File: src/rtl/core/pslc_pkg.sv
// Shared types, codes and constants of the per-source connection limiter.
`timescale 1ns / 1ps

package pslc_pkg;

  localparam int T_W    = 48;
  localparam int IP_W   = 32;
  localparam int BURST_W = 9;
  localparam int OFF_W  = 8;
  localparam int DUR_W  = 19;
  localparam int ALLOW_W = 8;
  localparam int RATE_W = 16;
  localparam int CFG_W  = 16;
  localparam int CIDX_W = 2;
  localparam int OUTC_W = 3;

  localparam logic [T_W-1:0] SWEEP_MS  = T_W'(60000);
  localparam logic [T_W-1:0] IDLE_MS   = T_W'(300000);
  localparam logic [T_W-1:0] EXTEND_MS = T_W'(500);
  localparam logic [T_W-1:0] BURST_MS  = T_W'(5000);
  localparam logic [T_W-1:0] DECAY_MS  = T_W'(60000);

  localparam logic [DUR_W-1:0] DUR_LOW  = DUR_W'(3000);
  localparam logic [DUR_W-1:0] DUR_MID  = DUR_W'(15000);
  localparam logic [DUR_W-1:0] DUR_HIGH = DUR_W'(60000);
  localparam logic [DUR_W-1:0] DUR_MAX  = DUR_W'(300000);

  localparam logic [OFF_W-1:0] OFF_HIGH = OFF_W'(10);
  localparam logic [OFF_W-1:0] OFF_MID  = OFF_W'(5);
  localparam logic [OFF_W-1:0] OFF_LOW  = OFF_W'(3);
  localparam logic [OFF_W-1:0] OFF_SAT  = OFF_W'(255);
  localparam logic [BURST_W-1:0] BURST_SAT = BURST_W'(511);

  localparam logic [ALLOW_W-1:0] ALLOWED_RESET = ALLOW_W'(2);
  localparam logic [RATE_W-1:0]  RATE_RESET    = RATE_W'(1000);

  localparam logic [CIDX_W-1:0] REG_ALLOWED = CIDX_W'(0);
  localparam logic [CIDX_W-1:0] REG_RATE    = CIDX_W'(1);

  localparam logic [OUTC_W-1:0] OUTC_NEW     = OUTC_W'(0);
  localparam logic [OUTC_W-1:0] OUTC_KNOWN   = OUTC_W'(1);
  localparam logic [OUTC_W-1:0] OUTC_EXTEND  = OUTC_W'(2);
  localparam logic [OUTC_W-1:0] OUTC_BLOCKED = OUTC_W'(3);
  localparam logic [OUTC_W-1:0] OUTC_FULL    = OUTC_W'(4);

  typedef enum logic [2:0] {
    ST_CLEAR,
    ST_IDLE,
    ST_SCAN,
    ST_EV_BLK,
    ST_EV_GAP,
    ST_EV_RULE,
    ST_EV_SUM,
    ST_DONE
  } state_t;

  typedef enum logic {
    ALU_SUB,
    ALU_ADD
  } alu_op_t;

  typedef struct packed {
    alu_op_t        op;
    logic [T_W-1:0] a;
    logic [T_W-1:0] b;
  } alu_req_t;

  typedef struct packed {
    logic               valid;
    logic [IP_W-1:0]    source;
    logic [T_W-1:0]     last_seen;
    logic [T_W-1:0]     block_until;
    logic [BURST_W-1:0] burst;
    logic [OFF_W-1:0]   offences;
  } entry_t;

  typedef struct packed {
    logic [ALLOW_W-1:0] allowed_count;
    logic [RATE_W-1:0]  rate_limit_ms;
  } cfg_t;

  typedef struct packed {
    logic              accepted;
    logic [OUTC_W-1:0] outcome;
  } res_t;

endpackage

File: src/rtl/core/pslc_alu.sv
// Shared 48-bit adder and subtractor with carry and borrow out.
`timescale 1ns / 1ps

module pslc_alu (
  input  pslc_pkg::alu_req_t             req,
  output logic [pslc_pkg::T_W:0]         res
);
  import pslc_pkg::*;

  always_comb begin
    case (req.op)
      ALU_ADD: res = {1'b0, req.a} + {1'b0, req.b};
      ALU_SUB: res = {1'b0, req.a} - {1'b0, req.b};
      default: res = '0;
    endcase
  end

endmodule

File: config.mk
export PLATFORM = sky130hd
export DESIGN_NAME = pslc_alu
export DESIGN_NICKNAME = d
export VERILOG_FILES = /design/src/rtl/core/pslc_pkg.sv /design/src/rtl/core/pslc_alu.sv
export SDC_FILE = /design/constraint.sdc
export NUM_CORES = 1
export LEC_CHECK = 0
export ABC_AREA = 0
export ABC_CLOCK_PERIOD_IN_PS = 5900
export BUFFER_PORTS_ARGS = -buffer_cell sky130_fd_sc_hd__buf_4
export CAP_MARGIN = 20
export CELL_PAD_IN_SITES_DETAIL_PLACEMENT = 1
export CELL_PAD_IN_SITES_GLOBAL_PLACEMENT = 2
export CORE_MARGIN = 3
export CORE_UTILIZATION = 29
export DETAILED_ROUTE_END_ITERATION = 7
export PLACE_DENSITY = 0.88
export REMOVE_ABC_BUFFERS = 1
export SLEW_MARGIN = 5
export SYNTH_ARGS = -nofsm -noshare
export SYNTH_HDL_FRONTEND = slang
export SYNTH_SLANG_ARGS = --single-unit
File: constraint.sdc
create_clock -name vclk -period 5.9
set_input_delay 0.295 -clock vclk [all_inputs]
set_output_delay 0.295 -clock vclk [all_outputs]
set_load 0.01 [all_outputs]
Yosys cells after proc, flatten, opt, wreduce, memory -nomap -nowiden
Cells that the tools add are included.
Storage, ports and cells
  input port bits: 97
  word-level logic and storage cells: 4
  bits in registers: 0
  output and inout port bits: 49
Operators by class
  multiplexer cells: 1
  bitwise logic cells: 1
  $add $sub $neg: 2
Operator list (number)
  case mux 49 bit (2 select lines): 1
  adder 48 x 48 -> 49 bit: 1
  subtractor 48 x 48 -> 49 bit: 1
  NOT 1 bit: 1

Longest topological paths before layout
Gate-level depths: netlist of the first run.
  word-level depth: 2
  depth in mapped cells: 20
  gate-level depth less buffers: 19

Least setup slack after synthesis of the first run
OpenSTA, ideal clock, no wires.
  path kind: input to output
  from: input port req[17] (netlist name)
  to: output port res[48] (netlist name)
  arrival time: 4.001 ns
  buffers on the path: 1
  cell stages on the path: 20
  path slack: 1.604 ns
  data required time: 5.605 ns
  cell sequence: nor3_1 > nand2_1 > nor4_1 > nand2_1 > nor3_1 > nand2_1 > nor2_1 > a21oi_1 > xor2_1 > ha_1 > clkbuf_1 > a21o_1 > a21o_1 > a21oi_1 > o21ai_0 > a221oi_1 > nor2_1 > a211oi_1 > o41ai_2 > xor2_1
Between the ends
  cells in the longest elaborated chain, start to end: 2
  elaborated cells on any way between the ends: 3
  those cells by class: add/sub: 2; mux: 1
Ends and longest elaborated chain
  start, declared: RTL line pslc_alu.sv:5  | input pslc_pkg::alu_req_t req,
  subtractor 48 x 48 -> 49 bit or adder 48 x 48 -> 49 bit (tied branches): RTL line pslc_alu.sv:13, pslc_alu.sv:12
  case mux 49 bit (2 select lines) (*): RTL line pslc_alu.sv:11  | case (req.op)
  end, declared: RTL line pslc_alu.sv:6  | output logic [pslc_pkg::T_W:0] res
Mark *: on every way between the ends. The rest lies on a longest branch, timed or not.

Final worst setup path of the first run
Ends and elaborated chain as after synthesis.

==> summary.md, run 1 <==
| Metric | Value |
|---|---|
| Outcome | finished, final reports clean |
| Mean cell area of the mapped netlist | 6.65 um2 |
| Via count | 4616 |
| Mapped Area | 3790 um2 |
| Core Box Area | 12700 um2 |
| Worst max-slew margin expressed relative to the limit | 53.1% |
| Yosys top cell by area | sky130_fd_sc_hd__ha_1 |
| Area post-placement | 5000 um2 |
| Final setup violating endpoints | 0 |
| Max-slew violations | 0 |
| Antenna Nets Post-Route | 0 |
| Via density per instance | 5.35 |
| Area Growth Syn to Fin | 32.1% |
| Period minus WS final | 5.17 ns |
| Total routing usage reported by global routing | 20.0% |
| Max Cap Violations | 0 |
| Net count of the finished layout | 842 |
| Synth top area share | 16.8% |
| GR Overflow Total | 0 |
| Delay contributed by the slowest stage of the critical path | 0.48 ns |
| Antenna diodes | 0 |
| Count of hold buffers inserted by post-cts repair | 0 |
| Horiz. Die Dim | 120 um |
| Area of combinational cells with multiple inputs | 3610 um2 |
| Placer congestion estimate | 0.897 |
| Warnings from Yosys | 0 |
| Standard-cell rows | 41 |
| Number of antenna violations at the first check in global routing | 0 |
| Number of top-level pins | 146 |
| Maximum achievable frequency | 193 MHz |
| Share of the yosys chip area belonging to registers | 0% |
| Hold depth | 3 |
| Summed area of non-filler cells in the final layout | 5000 um2 |
| Cell type with the highest occurrence count on the critical path | sky130_fd_sc_hd__nand2_1 |
| Combined flip-flop and latch cell area | 0 um2 |
| Residual DRC count | 0 |
| Critical path fanouts, max | 7 |
| Cell types with the largest area share after synthesis | sky130_fd_sc_hd__ha_1, sky130_fd_sc_hd__xor2_1, sky130_fd_sc_hd__a21oi_1, sky130_fd_sc_hd__xnor2_1, sky130_fd_sc_hd__a21o_1 |
| Most common cell after layout, fill and taps aside | sky130_fd_sc_hd__buf_4 |
| Avg WL per Cell | 17.5 um |
| Pin slew with the least headroom to its limit | 0.697 ns |
| Proportion of layout cells with a drive suffix above 1 | 23.6% |
| Routed wire length | 15100 um |
| Capture endpoint of the worst hold path | res[0] |
| Worst hold slack after final layout | 0.882 ns |
| DRT iter0 DRCs | 228 |
| Clock buf count | 0 |
| Top library cells by usage in the layout, fill and taps aside | sky130_fd_sc_hd__buf_4, sky130_fd_sc_hd__a21oi_1, sky130_fd_sc_hd__nor2_1 |
| Synth Instances | 570 |
| Via count of the first global-routing pass | 4836 |
| Number of buffers inserted by post-CTS setup repair | 0 |
| Endpoint class of the critical path | output pin |
| Startpoint of the most critical hold path | req[48] |
| Cell Chain, Critical Path | buf_4, nor3_1, nand2_1, nor4_2, nand2_1, nor3_1, nand2_1, nor2_1, a21oi_1, xor2_1, ha_1, a21o_1, a21o_1, a21oi_1, o21ai_0, a221oi_1, nor2_1, a211oi_1, o41ai_2, xor2_1, buf_4 |
| Critical Path RT | 5.61 ns |
| CP max-delay cell | sky130_fd_sc_hd__nor3_1 |
| First-pass GRT wire length | 24200 um |
| Power density of the placed cells | 172 nW/um2 |
| Kind of start point of the critical path | input port |
| # fillers | 1703 |
| Final HPWL from detailed placement | 13200 um |
| Final Hold Fails | 0 |
| Largest net degree at the start of global routing | 49 |
| Worst Path Arrival | 4.88 ns |
| Final critical-path share of the clock period | 87.7% |
| Setup repair after global routing missed its margin | no |
| Die Footprint | 14500 um2 |
| Aggregate negative setup slack | 0 ns |
| Reported leakage power | 2.41 nW |
| Kind of critical path | input port to output pin |
| Count of different cell masters after synthesis | 56 |
| Type of the most critical hold path | input port to output pin |
| Number of iterations in the first detailed-routing pass | 4 |
| # port buffers | 146 |
| Height of the die | 120 um |
| Initial core utilization | 29.8% |
| Number of sequential cells in the layout | 0 |
| Count of cells resized by post-cts repair | 0 |
| Maximum VDD drop | 0.0000655 V |
## cell type report
type | instances | area share (%)
timing repair buffer | 146 | 21.9
multi-input combinational | 524 | 72.2
inverter | 21 | 1.57
tap | 172 | 4.30
## report_power, final
group	total [mW]	switching, mW	internal [mW]
registers	0	0	0
clock network	0	0	0
logic	0.860	0.466	0.395
## cells in the mapped netlist (6+ instances only)
| library cell | n |
|---|---|
| sky130_fd_sc_hd__a21oi_1 | 74 |
| sky130_fd_sc_hd__nor2_1 | 70 |
| sky130_fd_sc_hd__xor2_1 | 56 |
| sky130_fd_sc_hd__ha_1 | 51 |
| sky130_fd_sc_hd__nand2_1 | 42 |
| sky130_fd_sc_hd__a21o_1 | 35 |
| sky130_fd_sc_hd__xnor2_1 | 34 |
| sky130_fd_sc_hd__o21ai_0 | 23 |
| sky130_fd_sc_hd__inv_1 | 21 |
| sky130_fd_sc_hd__nor3_1 | 21 |
| sky130_fd_sc_hd__clkbuf_1 | 18 |
| sky130_fd_sc_hd__nand4_1 | 16 |
| sky130_fd_sc_hd__a31oi_1 | 9 |
| sky130_fd_sc_hd__nor4_1 | 8 |
| sky130_fd_sc_hd__buf_2 | 7 |
| sky130_fd_sc_hd__nand3_1 | 7 |
| sky130_fd_sc_hd__nand2b_1 | 6 |
## routing by layer
metal	track usage, %	wire length, um	up-vias
met5	0	0	-
met4	2.27	198	0
met1	26.5	6770	2186
met2	36.5	7450	102
met3	1.40	680	10
li1	-	-	2318
## through the flow
| step | power, mW | utilization (%) | cells | worst slack, ns |
|---|---|---|---|---|
| 3_5_place_dp | 0.861 | 39.3 | 863 | 0.555 |
| 6_report | 0.860 | 39.3 | 863 | 0.726 |
| 5_1_grt | 0.941 | 39.3 | 863 | 0.0776 |
| 3_3_place_gp | 0.848 | 39.3 | 863 | 0.791 |
| 4_1_cts | 0.865 | 39.3 | 863 | 0.537 |
| 2_1_floorplan | 0.499 | - | 545 | 1.64 |
## worst max-delay path by stage
| stage | start | endpoint |
|---|---|---|
| after floorplan | req[8] | res[45] |
| after global placement | req[17] | res[48] |
| after detailed placement | req[17] | res[48] |
| after CTS | req[17] | res[48] |
| after global routing | req[17] | res[48] |
| final | req[17] | res[48] |
## critical path: cells and delay by family
family,cells,cell delay [ns]
XOR/XNOR,2,0.35
AO/OA/AOI/OAI,8,1.68
adder cells (fa/ha/maj),1,0.39
buffers and inverters,2,0.27
AND/OR/NAND/NOR,8,1.88
## cell families after synthesis
logic type               share of synthesized area, %
AND/OR/NAND/NOR                                  25.5
AO/OA/AOI/OAI                                    31.3
XOR/XNOR                                         20.8
adder cells (fa/ha/maj)                          17.4
buffers and inverters                            4.79
multiplexers                                    0.297
(Power assumes the default switching activity.)
==> inputs of run 2 (changes only) <==
Settings changed: MAX_ROUTING_LAYER set to met4.
==> run 2 against run 1 <==
Combinational power about the same. Fmax decreased by 3.9%. Via count decreased by 0.15%. Critical path depth unchanged. Largest power group unchanged.
==> summary.md, run 2 (synthesis results as in run 1) <==
| Metric | Value |
|---|---|
| Reported leakage power | 2.41 nW (about the same) |
| Final setup violating endpoints | 0 (unchanged) |
| Hold depth | 3 (unchanged) |
| Most common cell after layout, fill and taps aside | sky130_fd_sc_hd__buf_4 |
| Largest net degree at the start of global routing | 49 (unchanged) |
| Number of cells on the critical path | 21 (unchanged) |
| Antenna diodes | 0 (unchanged) |
| Worst max-slew margin expressed relative to the limit | 50.3% (-2.8 points) |
| Antenna Nets Post-Route | 0 (unchanged) |
| Number of sequential cells in the layout | 0 (unchanged) |
| Proportion of layout cells with a drive suffix above 1 | 23.4% (-0.14 points) |
| Kind of start point of the critical path | input port |
| Pin slew with the least headroom to its limit | 0.738 ns (+0.0412 ns) |
| Power Total | 858 uW (-0.34%) |
| Global-route met3 utilization | 1.82% (+0.42 points) |
| Horiz. Die Dim | 120 um (unchanged) |
| Die Footprint | 14500 um2 (unchanged) |
| Cell type with the highest occurrence count on the critical path | sky130_fd_sc_hd__nand2_1 |
| Summed area of non-filler cells in the final layout | 5000 um2 (-0.13%) |
| Routed wire length | 15000 um (-0.35%) |
| Area Growth Syn to Fin | 31.9% |
| Cell Chain, Critical Path | buf_4, nor3_1, nand2_1, nor4_1, nand2_1, nor3_1, nand2_1, nor2_1, a21oi_1, xor2_1, ha_1, a21o_1, a21o_1, a21oi_1, o21ai_0, a221oi_1, nor2_1, a211oi_1, o41ai_2, xor2_1, buf_4 |
| Number of buffers inserted by post-CTS setup repair | 0 (unchanged) |
| Number of iterations in the first detailed-routing pass | 4 (unchanged) |
| First-pass GRT wire length | 24000 um (-0.71%) |
| DRT iter0 DRCs | 227 (-0.44%) |
| Delay contributed by the slowest stage of the critical path | 0.50 ns (+0.02 ns) |
| Critical path buffers and inverters | 2 (unchanged) |
| Area of combinational cells with multiple inputs | 3610 um2 (-0.17%) |
| Standard-cell rows | 41 (unchanged) |
| Placer congestion estimate | 0.912 (+1.6%) |
| Power density of the placed cells | 172 nW/um2 (-0.22%) |
| Core utilization of the finished layout | 39.3% (-0.049 points) |
| Met2 track utilization from global routing | 36.8% (+0.25 points) |
| Crit path max-delay family | simple AND/OR/NAND/NOR gates |
| Area post-placement | 5000 um2 (unchanged) |
| Met1 usage in global routing | 25.7% (-0.76 points) |
| Max-slew violations | 0 (unchanged) |
| Cell Count Post-Placement | 863 (unchanged) |
| Net count of the finished layout | 842 (unchanged) |
| Maximum VDD drop | 0.0000654 V (about the same) |
| Via count | 4609 (-0.15%) |
| Core Box Area | 12700 um2 (unchanged) |
| Residual DRC count | 0 (unchanged) |
| GR Overflow Total | 0 (unchanged) |
| Outcome | finished, final reports clean |
| Via count of the first global-routing pass | 4822 (-0.29%) |
| Clock buf count | 0 (unchanged) |
| Worst hold slack after final layout | 0.892 ns (+0.0105 ns) |
| Total routing usage reported by global routing | 20.5% (+0.49 points) |
| Setup repair after global routing missed its margin | no |
| Maximum achievable frequency | 186 MHz (-3.9%) |
| Minimum setup slack in the final design | 0.515 ns (-0.211 ns) |
| Worst slack at placement | 0.592 ns (+0.0361 ns) |
| Critical path fanouts, max | 7 (unchanged) |
| Initial core utilization | 29.8% (unchanged) |
| Combined flip-flop and latch cell area | 0 um2 (unchanged) |
| Aggregate negative setup slack | 0 ns (unchanged) |
| Final critical-path share of the clock period | 91.3% (+3.6 points) |
| Worst Path Arrival | 5.09 ns (+0.21 ns) |
| Critical Path RT | 5.61 ns (about the same) |
| Number of top-level pins | 146 (unchanged) |
| Endpoint class of the critical path | output pin |
| Final HPWL from detailed placement | 13400 um (+1.7%) |
| # port buffers | 146 (unchanged) |
| Filler-free cell count of the finished design | 863 (unchanged) |
| # fillers | 1699 (-0.23%) |
| Period minus WS final | 5.39 ns (+0.211 ns) |
| Top library cells by usage in the layout, fill and taps aside | sky130_fd_sc_hd__buf_4, sky130_fd_sc_hd__a21oi_1, sky130_fd_sc_hd__nor2_1 |
| Avg WL per Cell | 17.4 um (-0.35%) |
| Height of the die | 120 um (unchanged) |
| Busiest layer in global routing | met2 |
| Number of antenna violations at the first check in global routing | 0 (unchanged) |
| Type of the most critical hold path | input port to output pin |
| Kind of critical path | input port to output pin |
| Count of cells resized by post-cts repair | 0 (unchanged) |
| CP max-delay cell | sky130_fd_sc_hd__nor3_1 |
| Count of hold buffers inserted by post-cts repair | 0 (unchanged) |
| Final Hold Fails | 0 (unchanged) |
| Via density per instance | 5.34 (-0.15%) |
| Max Cap Violations | 0 (unchanged) |
## run 2: layout make-up
class	count	area share (%)
Inverter	21	1.58
Multi-Input combinational cell	524	72.2
Timing Repair Buffer	146	21.9
Tap cell	172	4.31
## run 2: path summary, 6_finish.rpt
check	endpoint	from	slack, ns
max	res[48]	req[17]	0.51
min	res[0]	req[48]	0.89
## run 2: routing by layer
metal | part of all wire (%) | vias to the layer above
met2 | 50 | 106
met5 | 0 | -
met4 | 1.3 | 0
met3 | 4.0 | 14
met1 | 44 | 2173
li1 | - | 2316
## run 2: power breakdown
part           internal (mW)  total, mW  switching [mW]
clock                      0          0               0
sequential                 0          0               0
combinational          0.395      0.858           0.463
==> inputs of run 3 (changes only) <==
Settings changed: ABC_CLOCK_PERIOD_IN_PS 5900 to 6700, BUFFER_PORTS_ARGS -buffer_cell sky130_fd_sc_hd__buf_4 to unset, CELL_PAD_IN_SITES_DETAIL_PLACEMENT 1 to 0, CELL_PAD_IN_SITES_GLOBAL_PLACEMENT 2 to 1, CORE_UTILIZATION 29 to 50, DONT_BUFFER_PORTS set to 1.
Clock period 5.9 ns to 6.7 ns, I/O delays scaled along.
==> run 3 against run 2 <==
Critical path depth fell by 2. Combinational power fell by 38%. Hold slack got worse by 0.067 ns. Global-route usage rose by 4.9 points. Setup slack improved by 1.0 ns. Final area fell by 24%. Cell count fell by 25%. Clock-buffer cell count did not move. Sequential cell count did not move. Utilization rose by 13 points. Total power fell by 38%. First-iteration DRC count rose by 12%. Critical path type unchanged. Critical endpoint unchanged. Largest cell class unchanged.
==> summary.md, run 3 (synthesis results as in run 1) <==
| Metric | Value |
|---|---|
| Number of top-level pins | 146 (unchanged) |
| Top library cells by usage in the layout, fill and taps aside | sky130_fd_sc_hd__a21oi_1, sky130_fd_sc_hd__nor2_1, sky130_fd_sc_hd__xor2_1 |
| Maximum achievable frequency | 195 MHz |
| Outcome | finished, final reports clean |
| Number of buffers inserted by post-CTS setup repair | 0 (unchanged) |
| Via density per instance | 6.25 (+17%) |
| Via count | 4022 (-13%) |
| Height of the die | 93.1 um (-23%) |
| Count of cells resized by post-cts repair | 0 (unchanged) |
| Horiz. Die Dim | 93.1 um (-23%) |
| Power Total | 534 uW (-38%) |
| Critical path fanouts, max | 7 (unchanged) |
| Maximum VDD drop | 0.0000583 V (-11%) |
| DRT iter0 DRCs | 255 (+12%) |
| Via count of the first global-routing pass | 3644 (-24%) |
| Die Footprint | 8660 um2 (-40%) |
| Kind of critical path | input port to output pin |
| GR Overflow Total | 0 (unchanged) |
| Period minus WS final | 5.14 ns |
| Type of the most critical hold path | input port to output pin |
| Final critical-path share of the clock period | 76.6% |
| Largest net degree at the start of global routing | 49 (unchanged) |
| Reported leakage power | 1.71 nW (-29%) |
| Avg WL per Cell | 17.6 um (+1.1%) |
| Most common cell after layout, fill and taps aside | sky130_fd_sc_hd__a21oi_1 |
| # fillers | 780 (-54%) |
| Cell type with the highest occurrence count on the critical path | sky130_fd_sc_hd__nand2_1 |
| Worst max-slew margin expressed relative to the limit | 51.7% (+1.4 points) |
| Final setup violating endpoints | 0 (unchanged) |
| Number of antenna violations at the first check in global routing | 0 (unchanged) |
| Delay contributed by the slowest stage of the critical path | 0.44 ns (-0.06 ns) |
| Pin slew with the least headroom to its limit | 0.718 ns (-0.0201 ns) |
| Power density of the placed cells | 140 nW/um2 (-18%) |
| CP max-delay cell | sky130_fd_sc_hd__nor3_1 |
| Number of sequential cells in the layout | 0 (unchanged) |
| Count of hold buffers inserted by post-cts repair | 0 (unchanged) |
| Filler-free cell count of the finished design | 644 (-25%) |
| Core Box Area | 7290 um2 (-43%) |
| Proportion of layout cells with a drive suffix above 1 | 2.94% (-21 points) |
| Kind of start point of the critical path | input port |
| Antenna diodes | 0 (unchanged) |
| Final HPWL from detailed placement | 9950 um (-26%) |
| Residual DRC count | 0 (unchanged) |
| Aggregate negative setup slack | 0 ns (unchanged) |
| Initial core utilization | 52.0% (+22 points) |
| Max Cap Violations | 0 (unchanged) |
| Combined flip-flop and latch cell area | 0 um2 (unchanged) |
| Number of iterations in the first detailed-routing pass | 5 (+1) |
| Standard-cell rows | 31 (-24%) |
| Antenna Nets Post-Route | 0 (unchanged) |
| # port buffers | 0 (-100%) |
| Placer congestion estimate | 0.933 (+2.4%) |
| Total routing usage reported by global routing | 25.3% (+4.9 points) |
| Worst Path Arrival | 4.80 ns (-0.29 ns) |
| Final Hold Fails | 0 (unchanged) |
| Cell Count Post-Placement | 644 (-25%) |
| First-pass GRT wire length | 17800 um (-26%) |
| Endpoint class of the critical path | output pin |
| Net count of the finished layout | 696 (-17%) |
| Routed wire length | 11400 um (-25%) |
| Area Growth Syn to Fin | 0.561% |
| Critical Path RT | 6.36 ns (+0.75 ns) |
| Cell Chain, Critical Path | nor3_1, nand2_1, nor4_1, nand2_1, nor3_1, nand2_1, nor2_1, a21oi_1, xor2_1, ha_1, a21o_1, a21o_1, a21oi_1, o21ai_0, a221oi_1, nor2_1, a211oi_1, o41ai_2, xor2_1 |
| Setup repair after global routing missed its margin | no |
| Clock buf count | 0 (unchanged) |
| Max-slew violations | 0 (unchanged) |
[run 3: cell type report]
cell class | instances | area, um2 | share of cell area [%]
multi-input cells | 524 | 3610 | 94.7
well taps | 99 | 124 | 3.25
inverters | 21 | 78.8 | 2.07
[run 3: final timing paths]
check | from | to | slack (ns) | cells after the start
setup / recovery | req[17] | res[48] | 1.56 | 19
hold / removal | req[48] | res[0] | 0.83 | 1
[run 3: layer usage]
layer | vias up | part of all wire, % | track usage [%]
li1 | 2031 | - | -
met1 | 1844 | 46 | 34.1
met2 | 143 | 45 | 41.4
met3 | 4 | 8.5 | 5.15
met4 | 0 | 0.48 | 1.22
met5 | - | 0 | -
[run 3: where the power goes]
part	total, mW	internal, mW	switching [mW]
Sequential	0	0	0
Combinational	0.534	0.199	0.335
Clock	0	0	0
Total	0.534	0.199	0.335
[run 3: stage by stage]
| step | hold slack [ns] | utilization, % | area (um2) | setup slack, ns |
|---|---|---|---|---|
| final | 0.825 | 52.3 | 3810 | 1.56 |
| after global routing | 0.831 | 52.3 | 3810 | 1.20 |
| after CTS | 0.829 | 52.3 | 3810 | 1.59 |
| after detailed placement | 0.829 | 52.3 | 3810 | 1.62 |
| after global placement | 0.817 | 52.3 | 3810 | 1.60 |
| after floorplan | 0.810 | - | 3690 | 2.36 |
[run 3: critical path: cells and delay by family]
kind | cells | cell delay, ns
adders and majority gates | 1 | 0.38
AOI/OAI and AO/OA | 8 | 1.65
xor gates and xnor gates | 2 | 0.45
and+or+nand+nor | 8 | 1.95
