### src/rtl/core/pslc_pkg.sv
// Shared types, codes and constants of the per-source connection limiter.
`timescale 1ns / 1ps

package pslc_pkg;

  localparam int T_W    = 48;
  localparam int IP_W   = 32;
  localparam int BURST_W = 9;
  localparam int OFF_W  = 8;
  localparam int DUR_W  = 19;
  localparam int ALLOW_W = 8;
  localparam int RATE_W = 16;
  localparam int CFG_W  = 16;
  localparam int CIDX_W = 2;
  localparam int OUTC_W = 3;

  localparam logic [T_W-1:0] SWEEP_MS  = T_W'(60000);
  localparam logic [T_W-1:0] IDLE_MS   = T_W'(300000);
  localparam logic [T_W-1:0] EXTEND_MS = T_W'(500);
  localparam logic [T_W-1:0] BURST_MS  = T_W'(5000);
  localparam logic [T_W-1:0] DECAY_MS  = T_W'(60000);

  localparam logic [DUR_W-1:0] DUR_LOW  = DUR_W'(3000);
  localparam logic [DUR_W-1:0] DUR_MID  = DUR_W'(15000);
  localparam logic [DUR_W-1:0] DUR_HIGH = DUR_W'(60000);
  localparam logic [DUR_W-1:0] DUR_MAX  = DUR_W'(300000);

  localparam logic [OFF_W-1:0] OFF_HIGH = OFF_W'(10);
  localparam logic [OFF_W-1:0] OFF_MID  = OFF_W'(5);
  localparam logic [OFF_W-1:0] OFF_LOW  = OFF_W'(3);
  localparam logic [OFF_W-1:0] OFF_SAT  = OFF_W'(255);
  localparam logic [BURST_W-1:0] BURST_SAT = BURST_W'(511);

  localparam logic [ALLOW_W-1:0] ALLOWED_RESET = ALLOW_W'(2);
  localparam logic [RATE_W-1:0]  RATE_RESET    = RATE_W'(1000);

  localparam logic [CIDX_W-1:0] REG_ALLOWED = CIDX_W'(0);
  localparam logic [CIDX_W-1:0] REG_RATE    = CIDX_W'(1);

  localparam logic [OUTC_W-1:0] OUTC_NEW     = OUTC_W'(0);
  localparam logic [OUTC_W-1:0] OUTC_KNOWN   = OUTC_W'(1);
  localparam logic [OUTC_W-1:0] OUTC_EXTEND  = OUTC_W'(2);
  localparam logic [OUTC_W-1:0] OUTC_BLOCKED = OUTC_W'(3);
  localparam logic [OUTC_W-1:0] OUTC_FULL    = OUTC_W'(4);

  typedef enum logic [2:0] {
    ST_CLEAR,
    ST_IDLE,
    ST_SCAN,
    ST_EV_BLK,
    ST_EV_GAP,
    ST_EV_RULE,
    ST_EV_SUM,
    ST_DONE
  } state_t;

  typedef enum logic {
    ALU_SUB,
    ALU_ADD
  } alu_op_t;

  typedef struct packed {
    alu_op_t        op;
    logic [T_W-1:0] a;
    logic [T_W-1:0] b;
  } alu_req_t;

  typedef struct packed {
    logic               valid;
    logic [IP_W-1:0]    source;
    logic [T_W-1:0]     last_seen;
    logic [T_W-1:0]     block_until;
    logic [BURST_W-1:0] burst;
    logic [OFF_W-1:0]   offences;
  } entry_t;

  typedef struct packed {
    logic [ALLOW_W-1:0] allowed_count;
    logic [RATE_W-1:0]  rate_limit_ms;
  } cfg_t;

  typedef struct packed {
    logic              accepted;
    logic [OUTC_W-1:0] outcome;
  } res_t;

endpackage

### src/rtl/core/pslc_ifs.sv
// Valid/ready channel interfaces for connection attempts and verdicts.
`timescale 1ns / 1ps

interface pslc_in_if;
  logic        valid;
  logic        ready;
  logic [31:0] client_ip;
  logic [47:0] current_time;

  modport source (output valid, output client_ip, output current_time, input ready);
  modport sink (input valid, input client_ip, input current_time, output ready);
endinterface


### src/rtl/core/pslc_ctrl.sv
// Sequencer that walks the source table and applies the limiting rules.
`timescale 1ns / 1ps

module pslc_ctrl #(
  parameter int TABLE_ENTRIES = 64,
  parameter int IDX_W = $clog2(TABLE_ENTRIES)
) (
  input  logic                      clk,
  input  logic                      rst,
  pslc_in_if.sink                   req,
  input  pslc_pkg::cfg_t            cfg,
  input  logic                      out_free,
  output logic                      res_load,
  output pslc_pkg::res_t            res,
  output logic                      rd_en,
  output logic [IDX_W-1:0]          rd_addr,
  input  pslc_pkg::entry_t          rd_data,
  output logic                      wr_en,
  output logic [IDX_W-1:0]          wr_addr,
  output pslc_pkg::entry_t          wr_data,
  output pslc_pkg::alu_req_t        alu_req,
  input  logic [pslc_pkg::T_W:0]    alu_res
);
  import pslc_pkg::*;

  localparam int CNT_W = $clog2(TABLE_ENTRIES + 1);
  localparam logic [CNT_W-1:0] CNT_END  = CNT_W'(TABLE_ENTRIES);
  localparam logic [CNT_W-1:0] CNT_LAST = CNT_W'(TABLE_ENTRIES - 1);

  state_t state, state_next;
  logic [CNT_W-1:0] cnt;
  logic             chk_vld;
  logic [IDX_W-1:0] chk_idx;
  logic [T_W-1:0]   last_sweep;
  logic             sweep_on;
  logic [IP_W-1:0]  ip;
  logic [T_W-1:0]   now;
  logic             hit_found;
  logic [IDX_W-1:0] hit_idx;
  entry_t           hit;
  logic             free_found;
  logic [IDX_W-1:0] free_idx;
  logic             blocked;
  logic [T_W-1:0]   gap;
  logic [BURST_W-1:0] burst_new;
  logic [OFF_W-1:0] off_new;
  logic [DUR_W-1:0] dur;
  logic             blk_set;
  logic [T_W-1:0]   sum;

  logic             req_fire;
  logic             scan_end;
  logic             swept;
  logic             eff_valid;
  logic             is_hit;
  logic             sweep_due;
  logic             gap_neg;
  logic             in_win;
  logic [BURST_W-1:0] burst_inc;
  logic [OFF_W-1:0] off_inc;
  logic [BURST_W-1:0] rule_burst;
  logic [OFF_W-1:0] rule_off;
  logic [DUR_W-1:0] rule_dur;
  logic             rule_blk;

  assign req_fire  = req.valid && req.ready;
  assign scan_end  = (cnt == CNT_END) && !chk_vld;
  assign sweep_due = alu_res[T_W-1:0] >= SWEEP_MS;

  always_comb begin
    swept     = sweep_on && rd_data.valid && (alu_res[T_W-1:0] > IDLE_MS);
    eff_valid = rd_data.valid && !swept;
    is_hit    = eff_valid && (rd_data.source == ip);
  end

  always_comb begin
    gap_neg   = gap[T_W-1];
    in_win    = gap_neg || (gap <= BURST_MS);
    burst_inc = (hit.burst != BURST_SAT) ? hit.burst + BURST_W'(1) : hit.burst;
    off_inc   = (hit.offences != OFF_SAT) ? hit.offences + OFF_W'(1) : hit.offences;
    rule_burst = burst_inc;
    rule_off   = hit.offences;
    rule_dur   = DUR_LOW;
    rule_blk   = 1'b0;
    if (in_win) begin
      if (burst_inc > {1'b0, cfg.allowed_count}) begin
        rule_burst = '0;
        rule_off   = off_inc;
        rule_blk   = gap_neg || (gap <= {{(T_W-RATE_W){1'b0}}, cfg.rate_limit_ms});
      end
    end else begin
      rule_burst = BURST_W'(1);
      if ((gap > DECAY_MS) && (hit.offences != '0)) begin
        rule_off = hit.offences - OFF_W'(1);
      end
    end
    if (rule_off >= OFF_HIGH) begin
      rule_dur = DUR_MAX;
    end else if (rule_off >= OFF_MID) begin
      rule_dur = DUR_HIGH;
    end else if (rule_off >= OFF_LOW) begin
      rule_dur = DUR_MID;
    end
  end

  always_comb begin
    state_next = state;
    case (state)
      ST_CLEAR:   if (cnt == CNT_LAST) state_next = ST_IDLE;
      ST_IDLE:    if (req_fire) state_next = ST_SCAN;
      ST_SCAN: begin
        if (scan_end) begin
          state_next = hit_found ? ST_EV_BLK : ST_DONE;
        end
      end
      ST_EV_BLK:  state_next = alu_res[T_W] ? ST_EV_SUM : ST_EV_GAP;
      ST_EV_GAP:  state_next = ST_EV_RULE;
      ST_EV_RULE: state_next = ST_EV_SUM;
      ST_EV_SUM:  state_next = ST_DONE;
      ST_DONE:    if (out_free) state_next = ST_IDLE;
      default:    state_next = ST_CLEAR;
    endcase
  end

  always_comb begin
    req.ready    = 1'b0;
    rd_en        = 1'b0;
    rd_addr      = cnt[IDX_W-1:0];
    wr_en        = 1'b0;
    wr_addr      = chk_idx;
    wr_data      = rd_data;
    alu_req.op   = ALU_SUB;
    alu_req.a    = now;
    alu_req.b    = rd_data.last_seen;
    res_load     = 1'b0;
    res.accepted = 1'b1;
    res.outcome  = OUTC_KNOWN;
    case (state)
      ST_CLEAR: begin
        wr_en   = 1'b1;
        wr_addr = cnt[IDX_W-1:0];
        wr_data = '0;
      end
      ST_IDLE: begin
        req.ready = 1'b1;
        alu_req.a = req.current_time;
        alu_req.b = last_sweep;
      end
      ST_SCAN: begin
        rd_en = cnt != CNT_END;
        if (chk_vld && swept) begin
          wr_en         = 1'b1;
          wr_data.valid = 1'b0;
        end
      end
      ST_EV_BLK: begin
        alu_req.b = hit.block_until;
      end
      ST_EV_GAP: begin
        alu_req.b = hit.last_seen;
      end
      ST_EV_SUM: begin
        alu_req.op = ALU_ADD;
        alu_req.a  = blocked ? hit.block_until : now;
        alu_req.b  = blocked ? EXTEND_MS : {{(T_W-DUR_W){1'b0}}, dur};
      end
      ST_DONE: begin
        res_load = out_free;
        if (!hit_found) begin
          res.outcome         = free_found ? OUTC_NEW : OUTC_FULL;
          wr_en               = out_free && free_found;
          wr_addr             = free_idx;
          wr_data.valid       = 1'b1;
          wr_data.source      = ip;
          wr_data.last_seen   = now;
          wr_data.block_until = '0;
          wr_data.burst       = BURST_W'(1);
          wr_data.offences    = '0;
        end else if (blocked) begin
          res.accepted        = 1'b0;
          res.outcome         = OUTC_EXTEND;
          wr_en               = out_free;
          wr_addr             = hit_idx;
          wr_data             = hit;
          wr_data.block_until = sum;
        end else begin
          res.accepted        = !blk_set;
          res.outcome         = blk_set ? OUTC_BLOCKED : OUTC_KNOWN;
          wr_en               = out_free;
          wr_addr             = hit_idx;
          wr_data             = hit;
          wr_data.last_seen   = now;
          wr_data.burst       = burst_new;
          wr_data.offences    = off_new;
          if (blk_set) begin
            wr_data.block_until = sum;
          end
        end
      end
      default: begin
      end
    endcase
  end

  always_ff @(posedge clk) begin
    if (rst) begin
      state      <= ST_CLEAR;
      cnt        <= '0;
      chk_vld    <= 1'b0;
      last_sweep <= '0;
      hit_found  <= 1'b0;
      free_found <= 1'b0;
      sweep_on   <= 1'b0;
    end else begin
      state <= state_next;
      case (state)
        ST_CLEAR: begin
          cnt <= (cnt == CNT_LAST) ? '0 : cnt + CNT_W'(1);
        end
        ST_IDLE: begin
          cnt        <= '0;
          chk_vld    <= 1'b0;
          hit_found  <= 1'b0;
          free_found <= 1'b0;
          if (req_fire) begin
            sweep_on <= sweep_due;
            if (sweep_due) begin
              last_sweep <= req.current_time;
            end
          end
        end
        ST_SCAN: begin
          chk_vld <= cnt != CNT_END;
          if (cnt != CNT_END) begin
            cnt <= cnt + CNT_W'(1);
          end
          if (chk_vld) begin
            if (is_hit && !hit_found) begin
              hit_found <= 1'b1;
            end
            if (!eff_valid && !free_found) begin
              free_found <= 1'b1;
            end
          end
        end
        default: begin
        end
      endcase
    end
  end

  always_ff @(posedge clk) begin
    case (state)
      ST_IDLE: begin
        ip  <= req.client_ip;
        now <= req.current_time;
      end
      ST_SCAN: begin
        chk_idx <= cnt[IDX_W-1:0];
        if (chk_vld && is_hit && !hit_found) begin
          hit_idx <= chk_idx;
          hit     <= rd_data;
        end
        if (chk_vld && !eff_valid && !free_found) begin
          free_idx <= chk_idx;
        end
      end
      ST_EV_BLK: begin
        blocked <= alu_res[T_W];
        blk_set <= 1'b0;
      end
      ST_EV_GAP: begin
        gap <= alu_res[T_W-1:0];
      end
      ST_EV_RULE: begin
        burst_new <= rule_burst;
        off_new   <= rule_off;
        dur       <= rule_dur;
        blk_set   <= rule_blk;
      end
      ST_EV_SUM: begin
        sum <= alu_res[T_W] ? '1 : alu_res[T_W-1:0];
      end
      default: begin
      end
    endcase
  end

  a_idle_no_write: assert property (@(posedge clk) disable iff (rst)
    state == ST_IDLE |-> !wr_en)
    else $error("table written while idle");

  a_accept_scan: assert property (@(posedge clk) disable iff (rst)
    req_fire |=> state == ST_SCAN)
    else $error("accepted word did not start a table walk");

  a_result_slot: assert property (@(posedge clk) disable iff (rst)
    res_load |-> out_free)
    else $error("result loaded while the output register is occupied");

  a_scan_check: assert property (@(posedge clk) disable iff (rst)
    (state == ST_SCAN && chk_vld) |-> $past(rd_en))
    else $error("entry checked without a preceding read");

endmodule

### src/flat_wrapper.sv
// flat-port wrapper written by rule: the top's interface ports become plain ports
module pslc_ctrl_flat import pslc_pkg::*;
#(
  parameter int TABLE_ENTRIES = 64,
  parameter int IDX_W = $clog2(TABLE_ENTRIES)
)
  (clk, rst, cfg, out_free, res_load, res, rd_en, rd_addr, rd_data, wr_en, wr_addr, wr_data, alu_req, alu_res, req_valid, req_client_ip, req_current_time, req_ready);
  pslc_in_if req_i ();
  input  logic clk;
  input  logic rst;
  input  pslc_pkg::cfg_t cfg;
  input  logic out_free;
  output logic res_load;
  output pslc_pkg::res_t res;
  output logic rd_en;
  output logic [IDX_W-1:0] rd_addr;
  input  pslc_pkg::entry_t rd_data;
  output logic wr_en;
  output logic [IDX_W-1:0] wr_addr;
  output pslc_pkg::entry_t wr_data;
  output pslc_pkg::alu_req_t alu_req;
  input  logic [pslc_pkg::T_W:0] alu_res;
  input wire logic [$bits(req_i.valid)-1:0] req_valid;
  input wire logic [$bits(req_i.client_ip)-1:0] req_client_ip;
  input wire logic [$bits(req_i.current_time)-1:0] req_current_time;
  output wire logic [$bits(req_i.ready)-1:0] req_ready;
  assign req_i.valid = req_valid;
  assign req_i.client_ip = req_client_ip;
  assign req_i.current_time = req_current_time;
  assign req_ready = req_i.ready;
  pslc_ctrl #(.TABLE_ENTRIES(TABLE_ENTRIES), .IDX_W(IDX_W)) u_core (.clk(clk), .rst(rst), .req(req_i), .cfg(cfg), .out_free(out_free), .res_load(res_load), .res(res), .rd_en(rd_en), .rd_addr(rd_addr), .rd_data(rd_data), .wr_en(wr_en), .wr_addr(wr_addr), .wr_data(wr_data), .alu_req(alu_req), .alu_res(alu_res));
endmodule
### config.mk
export PLATFORM = sky130hd
export DESIGN_NAME = pslc_ctrl_flat
export DESIGN_NICKNAME = d
export VERILOG_FILES = /design/src/rtl/core/pslc_pkg.sv /design/src/rtl/core/pslc_ifs.sv /design/src/rtl/core/pslc_ctrl.sv /design/src/flat_wrapper.sv
export SDC_FILE = /design/constraint.sdc
export NUM_CORES = 1
export LEC_CHECK = 0
export ABC_AREA = 1
export BUFFER_PORTS_ARGS = -buffer_cell sky130_fd_sc_hd__buf_2
export CAP_MARGIN = 30
export CORE_AREA = 2 2 217 219
export CTS_CLUSTER_DIAMETER = 150
export CTS_CLUSTER_SIZE = 14
export DETAILED_ROUTE_END_ITERATION = 8
export DIE_AREA = 0 0 219 221
export PLACE_DENSITY = 0.74
export SETUP_SLACK_MARGIN = 0.4
export SYNTH_ARGS = -nofsm -noshare
export SYNTH_HDL_FRONTEND = slang
export SYNTH_SLANG_ARGS = --single-unit
### constraint.sdc
create_clock -name clk -period 25.8 [get_ports clk]
set_clock_uncertainty 0.15 [all_clocks]
set_input_delay 3.87 -clock clk [delete_from_list [all_inputs] [get_ports clk]]
set_output_delay 3.87 -clock clk [all_outputs]
set_load 0.02 [all_outputs]
-- Yosys cells after proc, flatten, opt, wreduce, memory -nomap -nowiden
Cells that the tools add are included.
- bits in registers: 440
- input port bits: 303
- output and inout port bits: 263
- word-level logic and storage cells: 153
- add/subtract/negate cells: 4
- magnitude comparators: 9
- equality and inequality tests: 21
- muxes and demuxes: 53
- bitwise logic cells: 1
- reductions and logical operators: 38
- operators by type and width (kind ; number):
    one-hot mux 145 bit (2 select lines) ; 1
    one-hot mux 48 bit (4 select lines) ; 1
    two-way mux 146 bit ; 1
    two-way mux 113 bit ; 1
    two-way mux 48 bit ; 2
    one-hot mux 48 bit (2 select lines) ; 1
    greater-or-equal comparator 48 x 16 -> 1 bit, second input constant ; 1
    greater-than comparator 48 x 16 -> 1 bit, second input constant ; 1
    greater-than comparator 48 x 19 -> 1 bit, second input constant ; 1
    <= comparator 48 x 13 -> 1 bit, second input constant ; 1
    <= comparator 48 x 16 -> 1 bit ; 1
    two-way mux 19 bit ; 2
    equality test 32 bit ; 1
    two-way mux 8 bit ; 4
    one-hot mux 3 bit (8 select lines) ; 1
    two-way mux 3 bit ; 7
    one-hot mux 7 bit (3 select lines) ; 1
    logical AND 1 bit ; 15
    two-way mux 1 bit ; 15
    two-way mux 14 bit ; 1
    two-way mux 7 bit ; 2
    inequality test 2 x 1 -> 1 bit, second input constant ; 7
    equality test 3 bit, second input constant ; 4
    one-hot mux 6 bit (2 select lines) ; 1
    33 further kinds ; 53

-- Longest topological paths before layout
- depth after elaboration: 9
- gate-level depth with buffers: 28
- depth with buffers taken out: 26

-- Least setup slack after synthesis
OpenSTA, ideal clock, no wires.
- kind: input to register
- start: input port alu_res[14] in the netlist's numbering
- end: register u_core.hit[0] in the netlist's numbering (enable)
- setup time: 0.665 ns
- arrival: 10.990 ns
- data required time: 24.985 ns
- path slack: 13.994 ns
- cell stages on the path: 7
- buffers on the path: 0
- cells stage by stage: nor4_1 -> a31oi_1 -> o21ai_0 -> nand2_1 -> nand2_1 -> nand2_1 -> nor2_1
- longest elaborated chain between the ends: 8
- ends and longest elaborated chain (item ; line ; RTL):
    start: declaration ; flat_wrapper.sv:22 ; input logic [pslc_pkg::T_W:0] alu_res;
    greater-than comparator 48 x 19 -> 1 bit ; pslc_ctrl.sv:71 ; swept = sweep_on && rd_data.valid && (alu_res[T_W-1:0] > IDLE_MS);
    logical AND 1 bit ; pslc_ctrl.sv:71 ;
    logical NOT 1 bit ; pslc_ctrl.sv:72 ; eff_valid = rd_data.valid && !swept;
    logical AND 1 bit ; pslc_ctrl.sv:72 ;
    logical AND 1 bit ; pslc_ctrl.sv:73 ; is_hit = eff_valid && (rd_data.source == ip);
    logical AND 1 bit (2 in series) ; pslc_ctrl.sv:260 ; if (chk_vld && is_hit && !hit_found) begin
    AND reduction 2 bit (no source line) ; n/a ;
    end signal: assignment ; pslc_ctrl.sv:262 ; hit <= rd_data;
    end: declaration ; pslc_ctrl.sv:40 ; entry_t hit;
No other way between the ends.
A chain may end at the register's enable or synchronous reset.

==> summary.txt <==
Placement
  – GPL Wtd Cong: 0.996
  – Hpwl dp: 61.7 mm
  – Port Buf Inserts: 565
  – DP Worst Slack: 15.73 ns

Floorplanning
  – Io pins: 566
  – Placeable core area: 46100 µm²
  – Die width: 219 µm
  – Starting density of the core: 0.481
  – Die Footprint: 48400 µm²
  – Die Ht: 221 µm
  – Std-Cell Rows: 79

Yosys
  – Synth unique cells: 57
  – Top_reg_cell synth: edfxtp_1
  – Synth top area share: 0.500
  – Dominant cell type by area after synthesis: edfxtp_1
  – Yosys warning total: 0
  – Synthesized flop and latch total: 431
  – Net count after synthesis: 2761
  – Cell area after synthesis: 22200 µm²
  – Async set-reset flop share out of synthesis: 0
  – Post-synth EDFFs: 369
  – Most numerous cell in the Yosys netlist: nand2_1
  – Synth top area cells: edfxtp_1 50%, nand2_1 7.9%, o21ai_0 7.3%, dfxtp_1 5.6%, nor2_1 5.0%
  – Cells after Synth: 2427
  – Synth top cells by count: 464 x nand2_1, 369 x edfxtp_1, 325 x o21ai_0, 294 x nor2_1, 212 x inv_1
  – Syn Area/Cell: 9.13 µm²
  – Sequential area share after synthesis: 0.556

Clock tree
  – Max H-tree Level: 2
  – Sink Count: 431
  – Root buf cell: clkbuf_16
  – Postcts setup bufs: 0
  – Clk Latency, worst-skew pair: 0.58 ns
  – Worst-case clock buffer depth: 3
  – CTS tree: done
  – CTS Hold Buffers Added: 0
  – Number of gates resized after cts: 0
  – Total CTS buffers: 36
  – Clock slew seen by the registers of the worst setup and hold paths: 0.07 ns

Power and ir drop
  – Cell Int Power: 1500 µW
  – Pwr/cell area: 105 nW/µm²
  – Switching Power: 1310 µW
  – Clk pwr share: 0.189
  – Combinational share of power: 0.493
  – Worst vdd ir: 0.0000854 V
  – Leakage: 0.0111 µW
  – Seq pwr share: 0.318
  – Switching share of power: 0.467

Critical path
  – Slowest-stage cell, CP: nor3_1
  – Critical Path RT: 21.78 ns
  – Slowest stage delay, CP: 0.46 ns
  – Worst Path Arrival: 6.04 ns
  – Endpoint class of the critical path: output pin
  – Crit path kind: input port to output pin
  – CP Launch Type: input port
  – Crit-path max FO: 3
  – Critical Path, Cell by Cell: buf_2 > nor4_1 > nand4_1 > nor3_1 > nand2_1 > nand2_1 > nor2_1 > o211ai_1 > buf_2

Route
  – Routed Antenna Nets: 0
  – Final WL: 86.0 mm
  – Met2 WL post-DR: 38.8 mm
  – Top routing layer in use: met5
  – Initial DRC Count: 2590
  – Length of routed met3 wiring: 10.1 mm
  – M1 WL: 32.9 mm
  – Vias per cell: 5.94
  – Via count: 21.2k
  – # DRC: 0
  – Routed wire length per instance: 24.1 µm
  – Drt first pass iters: 6

STA
  – RSZ-0062 raised after global routing: false
  – Slew @ Worst Pin: 0.954 ns
  – Max frequency: 99.4 MHz
  – Part of the cycle the worst path needs: 0.390
  – Final count of hold timing violations: 0
  – Tmin final: 10.06 ns
  – Setup WS post-layout: 15.74 ns
  – Max_slew headroom: 0.364
  – Fin. max-slew vios: 0
  – Fin Setup TNS: 0 ns
  – Setup Viol. Count Final: 0

Job
  – Max Cap Violations: 0

Global route
  – Total global routing overflow: 0
  – Vias in the first global route: 20.0k
  – Overall Global Routing Usage: 0.342
  – First-pass GRT wire length: 125 mm
  – Antenna violations before repair: 24
  – Pin count of the biggest net entering global routing: 97

Min path
  – Hold Crit Class: flip-flop to flip-flop

Finish
  – Final net count: 3253
  – Share of layout cells above drive strength 1: 0.252
  – Area grow syn2layout: 20.2%

Run status
  – Status: complete, no violations
## metal layers
layer  vias up  track usage
met5         -            0
met4        18        0.151
met3       244       0.0876
met2      1478        0.536
met1     10000        0.448
li1       9477            -
## sequential cells by signal, summed over array words and instances (netlist names), 3 cells and up
| name | cells |
|---|---|
| u_core.hit | 146 |
| u_core.gap | 48 |
| u_core.last_sweep | 48 |
| u_core.now | 48 |
| u_core.sum | 48 |
| u_core.ip | 32 |
| u_core.dur | 10 |
| u_core.burst_new | 9 |
| u_core.off_new | 8 |
| u_core.cnt | 7 |
| u_core.chk_idx | 6 |
| u_core.free_idx | 6 |
| u_core.hit_idx | 6 |
| u_core.state | 3 |
## power groups by stage
stage | Clock (µW) | Combinational, µW | Sequential, µW
2_1_floorplan | 0 | 819 | 899
5_1_grt | 558 | 1460 | 897
3_3_place_gp | 0 | 1340 | 903
3_5_place_dp | 0 | 1360 | 905
6_report | 531 | 1390 | 892
4_1_cts | 533 | 1370 | 890
## logic make-up (layout without fill, tap and decap cells)
family,Yosys count,in the layout,share of synthesized area
fa+ha+maj,31,31,0.0175
xor+xnor,26,26,0.0103
other cells,1,19,0.000169
buf+inv,368,885,0.0649
compound gates,569,569,0.154
flops,431,431,0.556
simple gates,1000,1000,0.196
mux,1,1,0.000452
## cells in the final DEF (no fill, tap or decap), drive strengths merged, types with 9 or more instances in the layout
| master | instances |
|---|---|
| a211oi | 9 |
| a21oi | 39 |
| a221oi | 44 |
| a32o | 16 |
| buf | 597 |
| clkbuf | 60 |
| dfxtp | 62 |
| diode | 18 |
| edfxtp | 369 |
| ha | 31 |
| inv | 225 |
| nand2 | 479 |
| nand3 | 105 |
| nand4 | 28 |
| nor2 | 305 |
| nor3 | 23 |
| nor4 | 15 |
| o211ai | 49 |
| o21ai | 329 |
| o22ai | 43 |
| or2 | 36 |
| xor2 | 24 |
## worst max-delay path: cells and delay by family
kind	cells	cell delay (ns)
AOI/OAI and AO/OA	1	0.18
buffers and inverters	2	0.31
and+or+nand+nor	6	1.66
## stage by stage
stage                     cell area [µm²]  hold WS, ns  utilization  power [µW]  std cells
after global routing                26600        0.340        0.578        2920       3562
after floorplan                     22200        0.293            -        1720       2427
after CTS                           26600        0.321        0.576        2790       3550
after detailed placement            25500        0.311        0.554        2270       3487
final                               26600        0.323        0.578        2810       3569
after global placement              25400        0.305        0.552        2250       3483
## area by class of cell
cell class              instances  area (µm²)
diodes                         18        45.0
clock buffers                  60        1010
clock inverters                 3        22.5
fillers                      4140       19400
inverters                     225         847
multi-input cells            1628        8470
flip-flops and latches        431       12300
well taps                     607         759
repair buffers                597        3150
## final timing paths
check                                             startpoint                            to  slack [ns]  cells after the start
worst max-delay path                             alu_res[39]                  wr_data[145]       15.74                      9
worst min-delay path            u_core.sweep_on$_SDFFE_PP0P_  u_core.sweep_on$_SDFFE_PP0P_        0.32                      2
worst max register to register  u_core.state[1]$_SDFFE_PP0P_      u_core.hit[87]$_DFFE_PP_       20.75                     14
worst min register to register  u_core.sweep_on$_SDFFE_PP0P_  u_core.sweep_on$_SDFFE_PP0P_        0.32                      2
Note: power is estimated with default switching activity, not from simulation.
